==> config.mk <==
export PLATFORM = sky130hd
export DESIGN_NAME = decimal96_to_text_unit
export DESIGN_NICKNAME = d
export VERILOG_FILES = /design/src/hdl/dec96_pkg.sv /design/src/hdl/dec96_cell.sv /design/src/hdl/decimal96_to_text_unit.sv
export SDC_FILE = /design/constraint.sdc
export NUM_CORES = 1
export LEC_CHECK = 0
export BUFFER_PORTS_ARGS = -buffer_cell sky130_fd_sc_hd__buf_2
export CORE_AREA = 5 5 161 163
export DETAILED_ROUTE_END_ITERATION = 8
export DIE_AREA = 0 0 166 168
export PLACE_DENSITY = 0.79
export SLEW_MARGIN = 20
export SYNTH_ARGS = -nofsm -noshare
export SYNTH_HDL_FRONTEND = slang
export SYNTH_HIERARCHICAL = 1
export SYNTH_SLANG_ARGS = --single-unit
==> constraint.sdc <==
create_clock -name i_clk -period 27.4 [get_ports i_clk]
set_input_delay 2.74 -clock i_clk [delete_from_list [all_inputs] [get_ports i_clk]]
set_output_delay 2.74 -clock i_clk [all_outputs]
set_load 0.02 [all_outputs]
==> src/hdl/dec96_pkg.sv <==
// Shared constants and types for the 96-bit decimal to text unit.
package dec96_pkg;

    localparam int MANT_W            = 96;  // magnitude width
    localparam int DIGITS            = 29;  // BCD digits needed for 2^96 - 1
    localparam int POS_W             = 5;   // holds a digit position 0..DIGITS
    localparam int CNT_W             = 7;   // counts the magnitude bits
    localparam int SCALE_W           = 8;
    localparam int DEFAULT_MAX_SCALE = 28;

    localparam logic [7:0] CH_ZERO  = 8'h30;
    localparam logic [7:0] CH_DOT   = 8'h2E;
    localparam logic [7:0] CH_MINUS = 8'h2D;
    localparam logic [7:0] CH_NONE  = 8'h00;

    typedef enum logic [1:0] {
        S_IDLE,
        S_CONV,
        S_EMIT
    } t_state;

    typedef enum logic [1:0] {
        OP_HOLD,
        OP_CLEAR,
        OP_DABBLE,
        OP_SHIFT
    } t_cell_op;

    typedef struct packed {
        t_cell_op op;
    } t_cell_ctrl;

endpackage

==> src/hdl/dec96_cell.sv <==
// One BCD digit cell of the shift-add-3 conversion chain.
module dec96_cell (
    input  logic                   i_clk,
    input  dec96_pkg::t_cell_ctrl  i_ctrl,
    input  logic                   i_bit_in,
    input  logic [3:0]             i_digit_in,
    output logic                   o_bit_out,
    output logic [3:0]             o_digit
);
    import dec96_pkg::*;

    logic [3:0] r_digit;
    logic [3:0] n_digit;
    logic [3:0] w_adj;

    // Add three before the shift so the digit carries correctly into the next cell.
    assign w_adj     = (r_digit >= 4'd5) ? (r_digit + 4'd3) : r_digit;
    assign o_bit_out = w_adj[3];
    assign o_digit   = r_digit;

    always_comb begin
        unique case (i_ctrl.op)
            OP_HOLD:   n_digit = r_digit;
            OP_CLEAR:  n_digit = 4'd0;
            OP_DABBLE: n_digit = {w_adj[2:0], i_bit_in};
            OP_SHIFT:  n_digit = i_digit_in;
            default:   n_digit = r_digit;
        endcase
    end

    always_ff @(posedge i_clk) begin
        r_digit <= n_digit;
    end

endmodule

==> src/hdl/decimal96_to_text_unit.sv <==
// Top level of the 96-bit decimal to ASCII text unit.
//
// Usage: present the magnitude words, scale and sign with start high while
// busy is low; that edge accepts the transaction. The unit then shifts the
// 96-bit magnitude, one bit per cycle, into a chain of 29 BCD digit cells,
// after which the cells shift whole digits toward the top and the top
// digit is printed. Leading zeros are dropped one per cycle, and the print
// phase also emits a '-' for a negative item and a '.' when the scale is
// nonzero. An item keeps the unit busy, and start is ignored, until its
// last character is shown.
// Each character is shown on o_text_char for exactly one cycle with o_strobe
// high; o_last_char marks the final one. The receiver cannot stall, so no
// result is ever held back. A scale above MAX_SCALE gives a single result
// with o_scale_error and o_last_char set in the cycle after acceptance,
// and busy never rises for it. Reset returns the unit to idle with no strobe.
module decimal96_to_text_unit #(
    parameter int MAX_SCALE = dec96_pkg::DEFAULT_MAX_SCALE
) (
    input  logic                          i_clk,
    input  logic                          i_rst_n,
    input  logic                          start,
    output logic                          busy,
    input  logic [31:0]                   i_mantissa_low,
    input  logic [31:0]                   i_mantissa_mid,
    input  logic [31:0]                   i_mantissa_high,
    input  logic [dec96_pkg::SCALE_W-1:0] i_scale,
    input  logic                          i_negative,
    output logic                          o_strobe,
    output logic [7:0]                    o_text_char,
    output logic                          o_last_char,
    output logic                          o_scale_error
);
    import dec96_pkg::*;

    t_state              r_state, n_state;
    logic [MANT_W-1:0]   r_mant, n_mant;
    logic [CNT_W-1:0]    r_cnt, n_cnt;
    logic [POS_W-1:0]    r_pos, n_pos;
    logic [POS_W-1:0]    r_scale, n_scale;
    logic                r_neg_pend, n_neg_pend;
    logic                r_dot_done, n_dot_done;
    logic                r_started, n_started;
    logic                r_strobe, n_strobe;
    logic [7:0]          r_char, n_char;
    logic                r_last, n_last;
    logic                r_err, n_err;

    t_cell_ctrl          w_ctrl;
    logic [DIGITS-1:0]   w_carry;
    logic [3:0]          w_digit [DIGITS];
    logic [3:0]          w_top;
    logic                w_accept;
    logic                w_bad_scale;
    logic                w_conv_done;
    logic                w_final_digit;

    assign w_accept    = start && (r_state == S_IDLE);
    assign w_bad_scale = i_scale > SCALE_W'(MAX_SCALE);
    assign w_conv_done = r_cnt == CNT_W'(MANT_W - 1);
    assign w_top       = w_digit[DIGITS-1];

    // The last digit leaves the chain when only one position remains; this is
    // only reached on the branch that prints a digit.
    assign w_final_digit = r_pos == POS_W'(1);

    genvar k;
    generate
        for (k = 0; k < DIGITS; k++) begin : g_cell
            dec96_cell u_cell (
                .i_clk      (i_clk),
                .i_ctrl     (w_ctrl),
                .i_bit_in   ((k == 0) ? r_mant[MANT_W-1] : w_carry[(k == 0) ? 0 : k-1]),
                .i_digit_in ((k == 0) ? 4'd0 : w_digit[(k == 0) ? 0 : k-1]),
                .o_bit_out  (w_carry[k]),
                .o_digit    (w_digit[k])
            );
        end
    endgenerate

    // Next state.
    always_comb begin
        n_state = r_state;
        unique case (r_state)
            S_IDLE: begin
                if (w_accept && !w_bad_scale) n_state = S_CONV;
            end
            S_CONV: begin
                if (w_conv_done) n_state = S_EMIT;
            end
            S_EMIT: begin
                if (!r_neg_pend
                    && !((r_scale != '0) && (r_pos == r_scale) && !r_dot_done)
                    && !(!r_started && (w_top == 4'd0) && (r_pos > (r_scale + POS_W'(1))))
                    && w_final_digit) begin
                    n_state = S_IDLE;
                end
            end
            default: n_state = S_IDLE;
        endcase
    end

    // Datapath and result control.
    always_comb begin
        w_ctrl.op  = OP_HOLD;
        n_mant     = r_mant;
        n_cnt      = r_cnt;
        n_pos      = r_pos;
        n_scale    = r_scale;
        n_neg_pend = r_neg_pend;
        n_dot_done = r_dot_done;
        n_started  = r_started;
        n_strobe   = 1'b0;
        n_char     = r_char;
        n_last     = r_last;
        n_err      = r_err;

        unique case (r_state)
            S_IDLE: begin
                w_ctrl.op = OP_CLEAR;
                if (w_accept) begin
                    if (w_bad_scale) begin
                        n_strobe = 1'b1;
                        n_char   = CH_NONE;
                        n_last   = 1'b1;
                        n_err    = 1'b1;
                    end else begin
                        n_mant     = {i_mantissa_high, i_mantissa_mid, i_mantissa_low};
                        n_cnt      = '0;
                        n_pos      = POS_W'(DIGITS);
                        n_scale    = i_scale[POS_W-1:0];
                        n_neg_pend = i_negative;
                        n_dot_done = 1'b0;
                        n_started  = 1'b0;
                    end
                end
            end
            S_CONV: begin
                w_ctrl.op = OP_DABBLE;
                n_mant    = {r_mant[MANT_W-2:0], 1'b0};
                n_cnt     = r_cnt + CNT_W'(1);
            end
            S_EMIT: begin
                priority if (r_neg_pend) begin
                    n_strobe   = 1'b1;
                    n_char     = CH_MINUS;
                    n_last     = 1'b0;
                    n_err      = 1'b0;
                    n_neg_pend = 1'b0;
                end else if ((r_scale != '0) && (r_pos == r_scale) && !r_dot_done) begin
                    n_strobe   = 1'b1;
                    n_char     = CH_DOT;
                    n_last     = 1'b0;
                    n_err      = 1'b0;
                    n_dot_done = 1'b1;
                end else if (!r_started && (w_top == 4'd0)
                             && (r_pos > (r_scale + POS_W'(1)))) begin
                    // Leading zero above the integer digit: drop it silently.
                    w_ctrl.op = OP_SHIFT;
                    n_pos     = r_pos - POS_W'(1);
                end else begin
                    w_ctrl.op = OP_SHIFT;
                    n_pos     = r_pos - POS_W'(1);
                    n_started = 1'b1;
                    n_strobe  = 1'b1;
                    n_char    = CH_ZERO + {4'd0, w_top};
                    n_last    = w_final_digit;
                    n_err     = 1'b0;
                end
            end
            default: w_ctrl.op = OP_HOLD;
        endcase
    end

    always_ff @(posedge i_clk) begin
        if (!i_rst_n) begin
            r_state  <= S_IDLE;
            r_strobe <= 1'b0;
        end else begin
            r_state  <= n_state;
            r_strobe <= n_strobe;
        end
    end

    always_ff @(posedge i_clk) begin
        r_mant     <= n_mant;
        r_cnt      <= n_cnt;
        r_pos      <= n_pos;
        r_scale    <= n_scale;
        r_neg_pend <= n_neg_pend;
        r_dot_done <= n_dot_done;
        r_started  <= n_started;
        r_char     <= n_char;
        r_last     <= n_last;
        r_err      <= n_err;
    end

    assign busy          = r_state != S_IDLE;
    assign o_strobe      = r_strobe;
    assign o_text_char   = r_char;
    assign o_last_char   = r_last;
    assign o_scale_error = r_err;

endmodule

==> metrics.txt <==
crit path max fanout 89; CTS root buffer clkbuf_16; R2R Path Start r_scale[0]$_DFFE_PP_; Max-Slew Margin vs Limit a little over a quarter; worst skew pair latency 0.53 ns; DP Wirelength roughly 18,000 um; Final Setup Violations 0; die width 166 um; Worst EP arrival roughly 4.8 ns; CTS Buf Count 27; post-synthesis cell area about 14,000 sq um; Slew @ Worst Pin 1.11 ns; CTS tree built; first-pass GRT wire length about 48,000 um; Avg Inst Size Synth about 10 sq um; post-cts hold buffer count 0; GP Congestion slightly above 0.8; Die Y-Extent 168 um; core footprint ~24,000 sq um; Hold Path Class reg2reg; CTS max path bufs 3; area delta synth->final 12.9%; Sink Count roughly 240; Max Slew Vio Count 0; Setup TNS Final 0 ns; Pre-Repair DR Iteration Count 6; CP Launch Type primary input; crit share post-route around 17%; Max Clk Rate ~0.21 GHz; Rows 57; met1 Use GR a little over a quarter; GR Layer Usage met2 between 30% and 40%; slowest CP cell buf_4; Tot Pwr 0.857 mW; status completed; Crit Path Class in2reg; vias per cell roughly 5.8; Critical Path RT between 20 and 30 ns; Clk pin slew, worst setup/hold paths 0.06 ns; share of cells above drive strength 1 between 10% and 20%; GRT Total Usage between 10% and 20%; worst-case clock skew roughly 0.012 ns; DP Area between 15,000 and 20,000 sq um; IO Pins between 100 and 150; launch point of the worst hold path r_mant[27]$_DFFE_PP_; yosys synthesis warning count 6; via count 10,790; pwr dens approximately 53 nW/um^2; Max Cap Viol 0; CP Capture Type flop; Final Hold Vio Count 0; WL/cell 15.3 um; nets@finish approximately 1,700; H-tree depth 1; Antenna Nets Post-Route 0; slowest stage delay, CP between 0.8 and 0.9 ns; Overflow after GRT 0; vias in the first global route 10,310; critical path, cell by cell buf_2 > o2111ai_1 > nand3_1 > or2_2 > nand2_4 > buf_4; Mapped Cells approximately 1,400; DRC errors left 0; LEAKAGE 7.60 nW; RSZ-0062 raised after global routing false; layer with the highest usage met2; post_cts resized 0; met3 Use GR ~2.3%; Worst VDD drop 0.0427 mV; die area approximately 28,000 sq um; final WL between 20,000 and 30,000 um; fin area around 16,000 sq um; antenna violations before repair 2; port bufs approximately 120; min Tclk post-route between 4 and 5 ns; setup bufs post-CTS 0; Starting Density approximately 59%; initial drt markers 860; pin count of the biggest net entering global routing ~200; worst setup path start i_scale[0]; fillcell total 1,811
-- routing by layer --
layer | share of wire [%] | up-vias | wire length [um]
li1 | - | 5377 | -
met4 | 2.3 | 2 | 653
met1 | 45 | 5132 | 12900
met2 | 49 | 224 | 13900
met3 | 3.8 | 55 | 1100
met5 | 0.024 | - | 7
-- power breakdown --
part / switching (mW) / internal, mW
combinational: 0.0422 / 0.0271
sequential: 0.0125 / 0.425
clock: 0.142 / 0.208
-- worst paths after layout --
kind | end | slack [ns] | cells past startpoint
setup / recovery | r_mant[29]$_DFFE_PP_ | 22.74 | 6
setup reg to reg | g_cell[14].u_cell/o_digit[1]$_DFFE_PP_ | 23.65 | 11
hold / removal | r_mant[28]$_DFFE_PP_ | 0.51 | 2
hold reg to reg | r_mant[28]$_DFFE_PP_ | 0.51 | 2
-- cell usage in the layout (no fill, tap or decap), types with 6 or more instances in the layout --
| cell | count |
|---|---|
| ha_1 | 68 |
| edfxtp_1 | 240 |
| xnor2_1 | 9 |
| o21ai_0 | 92 |
| nor3b_1 | 29 |
| and3_2 | 29 |
| buf_2 | 117 |
| o211a_1 | 29 |
| inv_2 | 31 |
| a211oi_1 | 29 |
| nand2_1 | 321 |
| mux2i_1 | 29 |
| a21oi_1 | 6 |
| nor2_1 | 21 |
| a21o_1 | 29 |
| and3_1 | 31 |
| clkbuf_16 | 27 |
| nand2b_1 | 57 |
| conb_1 | 6 |
| or2_2 | 30 |
| a311oi_1 | 29 |
| nand3b_1 | 30 |
| a211o_1 | 58 |
| a2111oi_0 | 29 |
| clkbuf_1 | 6 |
| inv_1 | 68 |
| nor2b_1 | 30 |
-- flip-flops by register name, summed over array words and instances, names as in the netlist --
| name | cells |
|---|---|
| r_neg_pend | 1 |
| o_text_char | 6 |
| r_scale | 5 |
| r_pos | 5 |
| r_state | 2 |
| g_cell.u_cell/o_digit | 116 |
| o_last_char | 1 |
| r_cnt | 7 |
| r_mant | 96 |
| o_scale_error | 1 |
| o_strobe | 1 |
| r_dot_done | 1 |
| r_started | 1 |
-- metrics by stage --
stage	hold slack [ns]	std cells	utilization, %	setup slack (ns)
floorplan	0.484	1396	-	17.14
global placement	0.488	1817	63.5	22.29
detailed placement	0.495	1817	63.5	22.22
CTS	0.514	1864	67.0	22.77
global route	0.522	1865	67.1	22.58
finish	0.507	1865	67.1	22.74
-- area by class of cell --
| cell class | instances | area [sq um] | share of cell area, % |
|---|---|---|---|
| Inverter | 99 | 372 | 2.29 |
| Antenna cell | 1 | 2.50 | 0.0154 |
| Multi-Input combinational cell | 1029 | 6680 | 41.2 |
| Timing Repair Buffer | 122 | 636 | 3.92 |
| Sequential cell | 243 | 7270 | 44.8 |
| Tap cell | 324 | 405 | 2.50 |
| Clock inverter | 14 | 150 | 0.926 |
| Clock buffer | 33 | 698 | 4.31 |
-- worst max-delay path: cells and delay by family --
family,cells,cell delay [ns]
AOI/OAI and AO/OA,1,0.22
buffers and inverters,2,0.98
and+or+nand+nor,3,0.77
(Power assumes the default switching activity.)
